**config.mk**
```make
export PLATFORM = sky130hd
export DESIGN_NAME = powered_sensor_sample_scaler_top
export DESIGN_NICKNAME = d
export VERILOG_FILES = /design/src/hw/rtl/sss_pkg.sv /design/src/hw/rtl/sss_csr.sv /design/src/hw/rtl/sss_arith.sv /design/src/hw/rtl/powered_sensor_sample_scaler_top.sv
export SDC_FILE = /design/constraint.sdc
export NUM_CORES = 2
export LEC_CHECK = 0
export ABC_AREA = 1
export BUFFER_PORTS_ARGS = -buffer_cell sky130_fd_sc_hd__buf_2
export CORE_UTILIZATION = 25
export CTS_BUF_LIST = sky130_fd_sc_hd__clkbuf_4
export DETAILED_ROUTE_END_ITERATION = 10
export PLACE_DENSITY = 0.48
export SLEW_MARGIN = 20
export SYNTH_ARGS = -nofsm -noshare
export SYNTH_HDL_FRONTEND = slang
export SYNTH_SLANG_ARGS = --single-unit
```
**constraint.sdc**
```tcl
create_clock -name clock -period 7.7 [get_ports clock]
set_clock_uncertainty 0.15 [all_clocks]
set_input_delay 0.385 -clock clock [delete_from_list [all_inputs] [get_ports clock]]
set_output_delay 0.385 -clock clock [all_outputs]
set_load 0.1 [all_outputs]
```
**src/hw/rtl/sss_pkg.sv**
```systemverilog
package sss_pkg;

   localparam int SAMPLES_PER_READ_DEF = 1;
   localparam int READ_COUNT_MAX = 64;
   localparam int READ_COUNT_W = 7;

   localparam int CSR_ADDR_W = 5;
   localparam int CSR_DATA_W = 32;

   localparam int MV_W = 16;
   localparam int VAL_W = 32;
   localparam int DMV_W = MV_W + 1;
   localparam int DSC_W = VAL_W + 1;
   localparam int PROD_W = DMV_W + DSC_W;
   localparam int MAG_W = 48;
   localparam int DEN_W = MV_W;
   localparam int SUM_W = MAG_W + 2;
   localparam int CNT_W = $clog2(MAG_W);

   typedef enum logic [2:0] {
      REG_ENABLED,
      REG_POWER_SWITCHED,
      REG_SAMPLE_INTERVAL,
      REG_SETTLING_TIME,
      REG_VOLT_LOW_MV,
      REG_VOLT_HIGH_MV,
      REG_SCALE_LOW,
      REG_SCALE_HIGH
   } reg_index_type;

   typedef enum logic [1:0] {
      STATUS_IDLE,
      STATUS_ACTIVE,
      STATUS_ERROR
   } status_type;

   typedef enum logic [1:0] {
      CTL_IDLE,
      CTL_EVAL,
      CTL_WAIT,
      CTL_DONE
   } ctl_state_type;

   typedef enum logic [1:0] {
      AR_IDLE,
      AR_MUL,
      AR_DIV,
      AR_FIX
   } arith_state_type;

   typedef struct packed {
      logic                    enabled;
      logic                    power_switched;
      logic [31:0]             sample_interval;
      logic [31:0]             settling_time;
      logic signed [MV_W-1:0]  volt_low_mv;
      logic signed [MV_W-1:0]  volt_high_mv;
      logic signed [VAL_W-1:0] scale_low;
      logic signed [VAL_W-1:0] scale_high;
   } cfg_type;

   localparam cfg_type CFG_RESET = '{
      enabled:         1'b0,
      power_switched:  1'b0,
      sample_interval: 32'd1000,
      settling_time:   32'd0,
      volt_low_mv:     16'sd0,
      volt_high_mv:    16'sd3300,
      scale_low:       32'sd0,
      scale_high:      32'sd100000
   };

   typedef struct packed {
      logic                   start;
      logic signed [MV_W-1:0] mv;
   } arith_cmd_type;

   typedef struct packed {
      logic                    busy;
      logic                    done;
      logic signed [VAL_W-1:0] value;
   } arith_rsp_type;

   function automatic logic [READ_COUNT_W-1:0] read_count_clamp(input int n);
      int c;
      c = n;
      if (c < 1) begin
         c = 1;
      end
      if (c > READ_COUNT_MAX) begin
         c = READ_COUNT_MAX;
      end
      return READ_COUNT_W'(c);
   endfunction

endpackage

```
**src/hw/rtl/sss_csr.sv**
```systemverilog
module sss_csr (
   input  logic                                clock,
   input  logic                                reset,
   input  logic                                psel,
   input  logic                                penable,
   input  logic                                pwrite,
   input  logic [sss_pkg::CSR_ADDR_W-1:0]      paddr,
   input  logic [sss_pkg::CSR_DATA_W-1:0]      pwdata,
   output logic [sss_pkg::CSR_DATA_W-1:0]      prdata,
   output logic                                pready,
   output sss_pkg::cfg_type                    cfg
);

   sss_pkg::cfg_type       cfg_ff;
   sss_pkg::cfg_type       cfg_in;
   sss_pkg::reg_index_type index;
   logic                   wr_en;

   assign index = sss_pkg::reg_index_type'(paddr[sss_pkg::CSR_ADDR_W-1:2]);
   assign wr_en = psel & penable & pwrite;
   assign pready = 1'b1;
   assign cfg = cfg_ff;

   always_comb begin
      cfg_in = cfg_ff;
      if (wr_en) begin
         case (index)
            sss_pkg::REG_ENABLED:         cfg_in.enabled = pwdata[0];
            sss_pkg::REG_POWER_SWITCHED:  cfg_in.power_switched = pwdata[0];
            sss_pkg::REG_SAMPLE_INTERVAL: cfg_in.sample_interval = pwdata;
            sss_pkg::REG_SETTLING_TIME:   cfg_in.settling_time = pwdata;
            sss_pkg::REG_VOLT_LOW_MV:     cfg_in.volt_low_mv = pwdata[sss_pkg::MV_W-1:0];
            sss_pkg::REG_VOLT_HIGH_MV:    cfg_in.volt_high_mv = pwdata[sss_pkg::MV_W-1:0];
            sss_pkg::REG_SCALE_LOW:       cfg_in.scale_low = pwdata;
            sss_pkg::REG_SCALE_HIGH:      cfg_in.scale_high = pwdata;
            default:                      cfg_in = cfg_ff;
         endcase
      end
   end

   always_comb begin
      case (index)
         sss_pkg::REG_ENABLED:         prdata = {31'd0, cfg_ff.enabled};
         sss_pkg::REG_POWER_SWITCHED:  prdata = {31'd0, cfg_ff.power_switched};
         sss_pkg::REG_SAMPLE_INTERVAL: prdata = cfg_ff.sample_interval;
         sss_pkg::REG_SETTLING_TIME:   prdata = cfg_ff.settling_time;
         sss_pkg::REG_VOLT_LOW_MV:     prdata = {16'd0, cfg_ff.volt_low_mv};
         sss_pkg::REG_VOLT_HIGH_MV:    prdata = {16'd0, cfg_ff.volt_high_mv};
         sss_pkg::REG_SCALE_LOW:       prdata = cfg_ff.scale_low;
         sss_pkg::REG_SCALE_HIGH:      prdata = cfg_ff.scale_high;
         default:                      prdata = '0;
      endcase
   end

   always_ff @(posedge clock) begin
      if (reset) begin
         cfg_ff <= sss_pkg::CFG_RESET;
      end else begin
         cfg_ff <= cfg_in;
      end
   end

endmodule

```
**src/hw/rtl/sss_arith.sv**
```systemverilog
module sss_arith (
   input  logic                   clock,
   input  logic                   reset,
   input  sss_pkg::cfg_type       cfg,
   input  sss_pkg::arith_cmd_type cmd,
   output sss_pkg::arith_rsp_type rsp
);

   localparam int MAG_W = sss_pkg::MAG_W;
   localparam int DEN_W = sss_pkg::DEN_W;
   localparam int SUM_W = sss_pkg::SUM_W;
   localparam int VAL_W = sss_pkg::VAL_W;
   localparam int CNT_W = sss_pkg::CNT_W;

   sss_pkg::arith_state_type st_ff, st_in;

   logic signed [sss_pkg::DMV_W-1:0]  dmv_ff, dmv_in;
   logic signed [sss_pkg::DSC_W-1:0]  dsc_ff, dsc_in;
   logic [DEN_W-1:0]                  den_ff, den_in;
   logic                              den_neg_ff, den_neg_in;
   logic signed [VAL_W-1:0]           slo_ff, slo_in;
   logic [MAG_W-1:0]                  mag_ff, mag_in;
   logic [DEN_W-1:0]                  rem_ff, rem_in;
   logic                              qneg_ff, qneg_in;
   logic [CNT_W-1:0]                  cnt_ff, cnt_in;
   logic signed [VAL_W-1:0]           result_ff, result_in;
   logic                              done_ff, done_in;

   logic signed [sss_pkg::DMV_W-1:0]  vspan;
   logic signed [sss_pkg::DMV_W-1:0]  vspan_abs;
   logic signed [sss_pkg::DMV_W-1:0]  dmv_start;
   logic signed [sss_pkg::DSC_W-1:0]  dsc_start;
   logic signed [sss_pkg::PROD_W-1:0] prod;
   logic signed [sss_pkg::PROD_W-1:0] prod_abs;
   logic [DEN_W:0]                    trial;
   logic [DEN_W:0]                    diff;
   logic                              ge;
   logic signed [MAG_W:0]             q_ext;
   logic signed [MAG_W:0]             q_signed;
   logic signed [SUM_W-1:0]           sum;
   logic                              fits;

   assign vspan = $signed({cfg.volt_high_mv[sss_pkg::MV_W-1], cfg.volt_high_mv})
                - $signed({cfg.volt_low_mv[sss_pkg::MV_W-1], cfg.volt_low_mv});
   assign vspan_abs = vspan[sss_pkg::DMV_W-1] ? -vspan : vspan;
   assign dmv_start = $signed({cmd.mv[sss_pkg::MV_W-1], cmd.mv})
                    - $signed({cfg.volt_low_mv[sss_pkg::MV_W-1], cfg.volt_low_mv});
   assign dsc_start = $signed({cfg.scale_high[VAL_W-1], cfg.scale_high})
                    - $signed({cfg.scale_low[VAL_W-1], cfg.scale_low});

   assign prod = dmv_ff * dsc_ff;
   assign prod_abs = prod[sss_pkg::PROD_W-1] ? -prod : prod;

   assign trial = {rem_ff, mag_ff[MAG_W-1]};
   assign diff = trial - {1'b0, den_ff};
   assign ge = trial >= {1'b0, den_ff};

   assign q_ext = $signed({1'b0, mag_ff});
   assign q_signed = qneg_ff ? -q_ext : q_ext;
   assign sum = $signed({q_signed[MAG_W], q_signed})
              + $signed({{(SUM_W-VAL_W){slo_ff[VAL_W-1]}}, slo_ff});
   assign fits = (&sum[SUM_W-1:VAL_W-1]) | ~(|sum[SUM_W-1:VAL_W-1]);

   always_comb begin
      st_in = st_ff;
      dmv_in = dmv_ff;
      dsc_in = dsc_ff;
      den_in = den_ff;
      den_neg_in = den_neg_ff;
      slo_in = slo_ff;
      mag_in = mag_ff;
      rem_in = rem_ff;
      qneg_in = qneg_ff;
      cnt_in = cnt_ff;
      result_in = result_ff;
      done_in = 1'b0;
      case (st_ff)
         sss_pkg::AR_IDLE: begin
            if (cmd.start) begin
               dmv_in = dmv_start;
               dsc_in = dsc_start;
               den_in = vspan_abs[DEN_W-1:0];
               den_neg_in = vspan[sss_pkg::DMV_W-1];
               slo_in = cfg.scale_low;
               if (vspan == '0) begin
                  mag_in = '0;
                  qneg_in = 1'b0;
                  st_in = sss_pkg::AR_FIX;
               end else begin
                  st_in = sss_pkg::AR_MUL;
               end
            end
         end
         sss_pkg::AR_MUL: begin
            mag_in = prod_abs[MAG_W-1:0];
            qneg_in = prod[sss_pkg::PROD_W-1] ^ den_neg_ff;
            rem_in = '0;
            cnt_in = '0;
            st_in = sss_pkg::AR_DIV;
         end
         sss_pkg::AR_DIV: begin
            rem_in = ge ? diff[DEN_W-1:0] : trial[DEN_W-1:0];
            mag_in = {mag_ff[MAG_W-2:0], ge};
            cnt_in = cnt_ff + 1'b1;
            if (cnt_ff == CNT_W'(MAG_W - 1)) begin
               st_in = sss_pkg::AR_FIX;
            end
         end
         sss_pkg::AR_FIX: begin
            if (fits) begin
               result_in = sum[VAL_W-1:0];
            end else if (sum[SUM_W-1]) begin
               result_in = {1'b1, {(VAL_W-1){1'b0}}};
            end else begin
               result_in = {1'b0, {(VAL_W-1){1'b1}}};
            end
            done_in = 1'b1;
            st_in = sss_pkg::AR_IDLE;
         end
         default: begin
            st_in = sss_pkg::AR_IDLE;
         end
      endcase
   end

   always_ff @(posedge clock) begin
      if (reset) begin
         st_ff <= sss_pkg::AR_IDLE;
         done_ff <= 1'b0;
      end else begin
         st_ff <= st_in;
         done_ff <= done_in;
      end
   end

   always_ff @(posedge clock) begin
      dmv_ff <= dmv_in;
      dsc_ff <= dsc_in;
      den_ff <= den_in;
      den_neg_ff <= den_neg_in;
      slo_ff <= slo_in;
      mag_ff <= mag_in;
      rem_ff <= rem_in;
      qneg_ff <= qneg_in;
      cnt_ff <= cnt_in;
      result_ff <= result_in;
   end

   assign rsp.busy = (st_ff != sss_pkg::AR_IDLE);
   assign rsp.done = done_ff;
   assign rsp.value = result_ff;

endmodule

```
**src/hw/rtl/powered_sensor_sample_scaler_top.sv**
```systemverilog
// Powered sensor sample scaler. Each input transaction is one millisecond tick and
// produces exactly one result transaction. A tick that does not latch a new sample
// passes from the evaluate state to the done state and then into the output register.
// A tick that latches a sample runs the multiply/divide unit: a multiply step, 48
// restoring divide steps at one quotient bit per cycle, a step that adds the offset
// and saturates, and a handoff through the wait and done states. When the voltage
// span is zero the multiply and divide are skipped and only the offset step runs.
// req_ready rises in the cycle the result is presented, and the next tick can be
// accepted from then on. A finished result may wait in the output register while
// the next tick is accepted and worked on; a tick whose result finds that register
// still full waits until rsp_ready frees it.
module powered_sensor_sample_scaler_top #(
   parameter int SAMPLES_PER_READ = sss_pkg::SAMPLES_PER_READ_DEF
) (
   input  logic                                  clock,
   input  logic                                  reset,

   input  logic                                  req_valid,
   output logic                                  req_ready,
   input  logic [31:0]                           req_now_ms,
   input  logic [31:0]                           req_power_on_ms,
   input  logic                                  req_channel_ready,
   input  logic                                  req_read_ok,
   input  logic signed [sss_pkg::MV_W-1:0]       req_reading_raw,
   input  logic signed [sss_pkg::MV_W-1:0]       req_reading_mv,

   output logic                                  rsp_valid,
   input  logic                                  rsp_ready,
   output logic [1:0]                            rsp_status,
   output logic                                  rsp_power_request,
   output logic                                  rsp_power_release,
   output logic                                  rsp_sample_taken,
   output logic [sss_pkg::READ_COUNT_W-1:0]      rsp_read_count,
   output logic                                  rsp_value_valid,
   output logic signed [sss_pkg::MV_W-1:0]       rsp_held_raw,
   output logic signed [sss_pkg::VAL_W-1:0]      rsp_held_value,

   input  logic                                  psel,
   input  logic                                  penable,
   input  logic                                  pwrite,
   input  logic [sss_pkg::CSR_ADDR_W-1:0]        paddr,
   input  logic [sss_pkg::CSR_DATA_W-1:0]        pwdata,
   output logic [sss_pkg::CSR_DATA_W-1:0]        prdata,
   output logic                                  pready
);

   localparam logic [sss_pkg::READ_COUNT_W-1:0] READ_COUNT =
      sss_pkg::read_count_clamp(SAMPLES_PER_READ);

   sss_pkg::cfg_type       cfg;
   sss_pkg::arith_cmd_type arith_cmd;
   sss_pkg::arith_rsp_type arith_rsp;

   sss_pkg::ctl_state_type st_ff, st_in;

   logic [31:0]                      now_ff, now_in;
   logic [31:0]                      pon_ff, pon_in;
   logic                             chrdy_ff, chrdy_in;
   logic                             ok_ff, ok_in;
   logic signed [sss_pkg::MV_W-1:0]  raw_ff, raw_in;
   logic signed [sss_pkg::MV_W-1:0]  mv_ff, mv_in;

   logic                             settling_ff, settling_in;
   logic                             have_ff, have_in;
   logic [31:0]                      last_ms_ff, last_ms_in;
   logic signed [sss_pkg::MV_W-1:0]  last_raw_ff, last_raw_in;
   logic signed [sss_pkg::VAL_W-1:0] last_value_ff, last_value_in;

   sss_pkg::status_type              status_ff, status_in;
   logic                             preq_ff, preq_in;
   logic                             prel_ff, prel_in;
   logic                             took_ff, took_in;

   logic                             rsp_valid_ff, rsp_valid_in;
   sss_pkg::status_type              rsp_status_ff, rsp_status_in;
   logic                             rsp_preq_ff, rsp_preq_in;
   logic                             rsp_prel_ff, rsp_prel_in;
   logic                             rsp_took_ff, rsp_took_in;
   logic                             rsp_have_ff, rsp_have_in;
   logic signed [sss_pkg::MV_W-1:0]  rsp_raw_ff, rsp_raw_in;
   logic signed [sss_pkg::VAL_W-1:0] rsp_value_ff, rsp_value_in;

   logic [31:0] since_sample;
   logic [31:0] since_power;
   logic        active;
   logic        hold;
   logic        go_settle;
   logic        settle_wait;
   logic        do_sample;

   sss_csr u_csr (
      .clock   (clock),
      .reset   (reset),
      .psel    (psel),
      .penable (penable),
      .pwrite  (pwrite),
      .paddr   (paddr),
      .pwdata  (pwdata),
      .prdata  (prdata),
      .pready  (pready),
      .cfg     (cfg)
   );

   sss_arith u_arith (
      .clock (clock),
      .reset (reset),
      .cfg   (cfg),
      .cmd   (arith_cmd),
      .rsp   (arith_rsp)
   );

   assign since_sample = now_ff - last_ms_ff;
   assign since_power = now_ff - pon_ff;
   assign active = chrdy_ff & cfg.enabled;
   assign hold = ~settling_ff & have_ff & (since_sample < cfg.sample_interval);
   assign go_settle = ~settling_ff & ~hold & cfg.power_switched;
   assign settle_wait = (settling_ff | go_settle) & (cfg.settling_time != 32'd0)
                      & (since_power < cfg.settling_time);
   assign do_sample = ~hold & ~settle_wait;

   assign req_ready = (st_ff == sss_pkg::CTL_IDLE);

   always_comb begin
      st_in = st_ff;
      now_in = now_ff;
      pon_in = pon_ff;
      chrdy_in = chrdy_ff;
      ok_in = ok_ff;
      raw_in = raw_ff;
      mv_in = mv_ff;
      settling_in = settling_ff;
      have_in = have_ff;
      last_ms_in = last_ms_ff;
      last_raw_in = last_raw_ff;
      last_value_in = last_value_ff;
      status_in = status_ff;
      preq_in = preq_ff;
      prel_in = prel_ff;
      took_in = took_ff;
      rsp_valid_in = rsp_valid_ff & ~rsp_ready;
      rsp_status_in = rsp_status_ff;
      rsp_preq_in = rsp_preq_ff;
      rsp_prel_in = rsp_prel_ff;
      rsp_took_in = rsp_took_ff;
      rsp_have_in = rsp_have_ff;
      rsp_raw_in = rsp_raw_ff;
      rsp_value_in = rsp_value_ff;
      arith_cmd.start = 1'b0;
      arith_cmd.mv = mv_ff;
      case (st_ff)
         sss_pkg::CTL_IDLE: begin
            if (req_valid) begin
               now_in = req_now_ms;
               pon_in = req_power_on_ms;
               chrdy_in = req_channel_ready;
               ok_in = req_read_ok;
               raw_in = req_reading_raw;
               mv_in = req_reading_mv;
               st_in = sss_pkg::CTL_EVAL;
            end
         end
         sss_pkg::CTL_EVAL: begin
            preq_in = active & go_settle;
            prel_in = active & do_sample & cfg.power_switched;
            took_in = active & do_sample & ok_ff;
            if (!active) begin
               status_in = sss_pkg::STATUS_IDLE;
            end else if (do_sample && !ok_ff) begin
               status_in = sss_pkg::STATUS_ERROR;
            end else begin
               status_in = sss_pkg::STATUS_ACTIVE;
            end
            if (active) begin
               settling_in = settle_wait;
            end
            if (active && do_sample && ok_ff) begin
               last_raw_in = raw_ff;
               last_ms_in = now_ff;
               have_in = 1'b1;
               arith_cmd.start = 1'b1;
               st_in = sss_pkg::CTL_WAIT;
            end else begin
               st_in = sss_pkg::CTL_DONE;
            end
         end
         sss_pkg::CTL_WAIT: begin
            if (arith_rsp.done) begin
               last_value_in = arith_rsp.value;
               st_in = sss_pkg::CTL_DONE;
            end
         end
         sss_pkg::CTL_DONE: begin
            if (!rsp_valid_ff || rsp_ready) begin
               rsp_valid_in = 1'b1;
               rsp_status_in = status_ff;
               rsp_preq_in = preq_ff;
               rsp_prel_in = prel_ff;
               rsp_took_in = took_ff;
               rsp_have_in = have_ff;
               rsp_raw_in = last_raw_ff;
               rsp_value_in = last_value_ff;
               st_in = sss_pkg::CTL_IDLE;
            end
         end
         default: begin
            st_in = sss_pkg::CTL_IDLE;
         end
      endcase
   end

   always_ff @(posedge clock) begin
      if (reset) begin
         st_ff <= sss_pkg::CTL_IDLE;
         settling_ff <= 1'b0;
         have_ff <= 1'b0;
         last_ms_ff <= '0;
         last_raw_ff <= '0;
         last_value_ff <= '0;
         rsp_valid_ff <= 1'b0;
      end else begin
         st_ff <= st_in;
         settling_ff <= settling_in;
         have_ff <= have_in;
         last_ms_ff <= last_ms_in;
         last_raw_ff <= last_raw_in;
         last_value_ff <= last_value_in;
         rsp_valid_ff <= rsp_valid_in;
      end
   end

   always_ff @(posedge clock) begin
      now_ff <= now_in;
      pon_ff <= pon_in;
      chrdy_ff <= chrdy_in;
      ok_ff <= ok_in;
      raw_ff <= raw_in;
      mv_ff <= mv_in;
      status_ff <= status_in;
      preq_ff <= preq_in;
      prel_ff <= prel_in;
      took_ff <= took_in;
      rsp_status_ff <= rsp_status_in;
      rsp_preq_ff <= rsp_preq_in;
      rsp_prel_ff <= rsp_prel_in;
      rsp_took_ff <= rsp_took_in;
      rsp_have_ff <= rsp_have_in;
      rsp_raw_ff <= rsp_raw_in;
      rsp_value_ff <= rsp_value_in;
   end

   assign rsp_valid = rsp_valid_ff;
   assign rsp_status = rsp_status_ff;
   assign rsp_power_request = rsp_preq_ff;
   assign rsp_power_release = rsp_prel_ff;
   assign rsp_sample_taken = rsp_took_ff;
   assign rsp_read_count = READ_COUNT;
   assign rsp_value_valid = rsp_have_ff;
   assign rsp_held_raw = rsp_raw_ff;
   assign rsp_held_value = rsp_value_ff;

`ifndef NO_ASSERTIONS
   // The arithmetic unit only finishes while the sequencer waits for it.
   a_done_in_wait: assert property (@(posedge clock) disable iff (reset)
      arith_rsp.done |-> (st_ff == sss_pkg::CTL_WAIT))
      else $error("scaler result arrived outside the wait state");

   // While waiting, the unit is either still working or delivering its result.
   a_wait_has_work: assert property (@(posedge clock) disable iff (reset)
      (st_ff == sss_pkg::CTL_WAIT) |-> (arith_rsp.busy || arith_rsp.done))
      else $error("sequencer waits on an idle arithmetic unit");

   // A failed read never latches a sample.
   a_error_no_sample: assert property (@(posedge clock) disable iff (reset)
      (rsp_valid && (rsp_status == sss_pkg::STATUS_ERROR)) |-> !rsp_sample_taken)
      else $error("sample latched on a read error");

   // A latched sample always leaves a valid held value.
   a_sample_valid: assert property (@(posedge clock) disable iff (reset)
      (rsp_valid && rsp_sample_taken) |-> rsp_value_valid)
      else $error("sample taken without a valid held value");
`endif

endmodule
```
==> results_dict.tcl <==
set metrics [dict create \
    synth_top_area_share 0.1886 \
    antenna_found_initial 16 \
    synthCells 7381 \
    required_ns 8.35 \
    worstMarginPinSlew_ns 1.091 \
    vias 50088 \
    dr.pass1.iters 9 \
    drive_gt1_frac 0.09664 \
    start_kind "flop" \
    synth_common_cells "nand2_1, inv_1, nor2_1" \
    swShare 0.4099 \
    drv_cap 0 \
    grt-ovfl-total 0 \
    setup.worst_path.class "reg -> reg" \
    fin_total_pwr_mw 11.90 \
    num_rows 175 \
    synth.avg_cell_area_um2 7.808 \
    grt.total_usage 0.1632 \
    setup_tns_ns 0 \
    ys_seq_area_frac 0.2739 \
    area_delta_synth_final_pct 18.67 \
    drt_iter0_markers 3247 \
    synthTopCellsByArea "fa_1, edfxtp_1, nand2_1, inv_1, dfxtp_1" \
    seqPwrFrac 0.347 \
    clock.fmax_ghz 0.1362 \
    vdd_drop_max_uv 199.4 \
    dp_slack_ns 0.2049 \
    dpl.hpwl_um 153400 \
    fin_crit_ns 7.342 \
    fp.coreArea_um2 228200 \
    async_flop_share 0 \
    arrival_ns 7.99 \
    slew_violations 0 \
    status "completed" \
    rsz0062_at_grt "false" \
    finalHoldViolCount 0 \
    syn_area_um2 57630 \
    synth.distinct_cells 59 \
    yosysWarnings 0 \
    die_h_um 482.1 \
    die_w_um 482.1 \
    final_net_count 9040 \
    clk_pin_slew_ns 0.07 \
    grt_max_degree 135 \
    yosys.area.top_type "fa_1" \
    io-pin-count 238 \
    viasPerCell 4.499 \
    cpMaxStageDelayCell "edfxtp_1" \
    nFillCells 24612 \
    hold_path.class "reg -> reg" \
    numCtsBuffers 166 \
    slew-limit-headroom 0.2719 \
    cellInternalPower_mw 7.024 \
    seqCellArea_um2 15790 \
    crit_fanout 13 \
    routed_wl_um 189200 \
    ys.flop_type "edfxtp_1" \
    grt_pass1_vias 50545 \
    critPathCaptureType "flop" \
    p_per_area_nw_per_um2 174.1 \
    drc 0 \
    multi_input_area_um2 35210 \
    grt_pass1_wl_um 293100 \
    port_buffers 227 \
    htreeDepth 4 \
    start_util 0.2526 \
    clock_latency_ns 1.16 \
    cp_common_cell "nand2_1" \
    clock_path_buffers 3 \
    cts_root_buffer "clkbuf_4" \
    post_drt_wl_per_cell_um 16.99 \
    gp_congestion 0.9429 \
    finalCritPeriodShare 0.9534 \
    clkPwrFrac 0.257 \
    fp.dieArea_um2 232400 \
    p_leak_nw 32.38 \
    tritoncts "built" \
    comb_power_share 0.396 \
    synth_seq_cells 609 \
    yosys.cell_count.top_type "nand2_1" \
    synth-edff-count 359 \
    setup_ws_ns 0.3584 \
    switchingPower_mw 4.879 \
    clock_sinks 609 \
    cpPeakStageDelay_ns 0.58 \
    setup_viol 0 \
    postRouteAntennaNets 0 \
]
-- final cells by class --
| type | count | area share |
|---|---|---|
| well taps | 3009 | 0.05505 |
| clock inverters | 45 | 0.003751 |
| repair buffers | 685 | 0.08312 |
| diodes | 10 | 0.0003659 |
| flip-flops and latches | 609 | 0.2308 |
| clock buffers | 264 | 0.02898 |
| inverters | 1510 | 0.08308 |
| multi-input cells | 5000 | 0.5148 |
-- critical path: cells and delay by family, from the launching register on --
family	cells	cell delay (ns)
AOI/OAI and AO/OA	3	0.23
adders and majority gates	7	3.19
buffers and inverters	6	0.56
DFF	1	0.58
and+or+nand+nor	13	2.31
-- stage by stage --
stage	std cells	utilization	area [um^2]	hold slack, ns
2_1_floorplan	7387	-	57650	0.2503
3_3_place_gp	10500	0.2756	62890	0.2570
3_5_place_dp	10500	0.2756	62890	0.2616
4_1_cts	11096	0.2980	68000	0.04128
5_1_grt	11129	0.2997	68380	0.1883
6_report	11132	0.2997	68390	0.2606
-- cell usage in the layout (no fill, tap or decap), types with 145 or more instances in the layout --
master            n
nand3_1         223
nor2_1          567
dlygate4sd3_1   287
fa_1            541
clkbuf_4        264
inv_1          1483
edfxtp_1        359
o21ai_0         392
buf_2           227
xor2_1          145
ha_1            381
dfxtp_1         250
a21oi_1         493
nand2_1        1648
-- power groups by stage --
stage               Sequential (mW)  Clock (mW)  Combinational [mW]
global placement               4.19           0                4.51
detailed placement             4.20           0                4.55
CTS                            4.13        3.19                4.69
finish                         4.13        3.06                4.71
floorplan                      4.31           0                3.05
global route                   4.16        3.34                5.22
-- final timing paths --
path                     start                 end  slack [ns]  cells after the start
max reg2reg  u_arith.dsc_ff[2]  u_arith.mag_ff[36]        0.36                     29
max          u_arith.dsc_ff[2]  u_arith.mag_ff[36]        0.36                     29
min reg2reg            preq_ff   rsp_power_request        0.26                      0
min                    preq_ff   rsp_power_request        0.26                      0
-- routing by layer --
metal,track usage,share of wire,vias to the layer above
li1,-,-,24460
met1,0.2178,0.46,24098
met2,0.2713,0.46,1257
met3,0.02152,0.045,261
met4,0.05248,0.030,12
met5,0,0.00033,-
-- what timing repair did --
item	4_1_cts	5_1_grt
setup endpoints to repair	0	34
gates resized for setup	0	15
hold buffers	287	0
buffers inserted	0	26
endpoints found under the hold margin	376	0
-- state kept, by name, indices dropped and copies added (netlist names), 17 cells and up --
name	count
u_csr.cfg	162
u_arith.mag_ff	48
u_arith.dsc_ff	33
last_ms_ff	32
last_value_ff	32
now_ff	32
pon_ff	32
rsp_held_value	32
u_arith.result_ff	32
u_arith.slo_ff	32
u_arith.dmv_ff	17
-- cells by family after synthesis --
| family | share of synthesized area |
|---|---|
| buf+inv | 0.1173 |
| other cells | 0.0001303 |
| flops | 0.2739 |
| xor+xnor | 0.03825 |
| compound gates | 0.1103 |
| fa+ha+maj | 0.2718 |
| simple gates | 0.1883 |
Note: power is estimated with default switching activity, not from simulation.
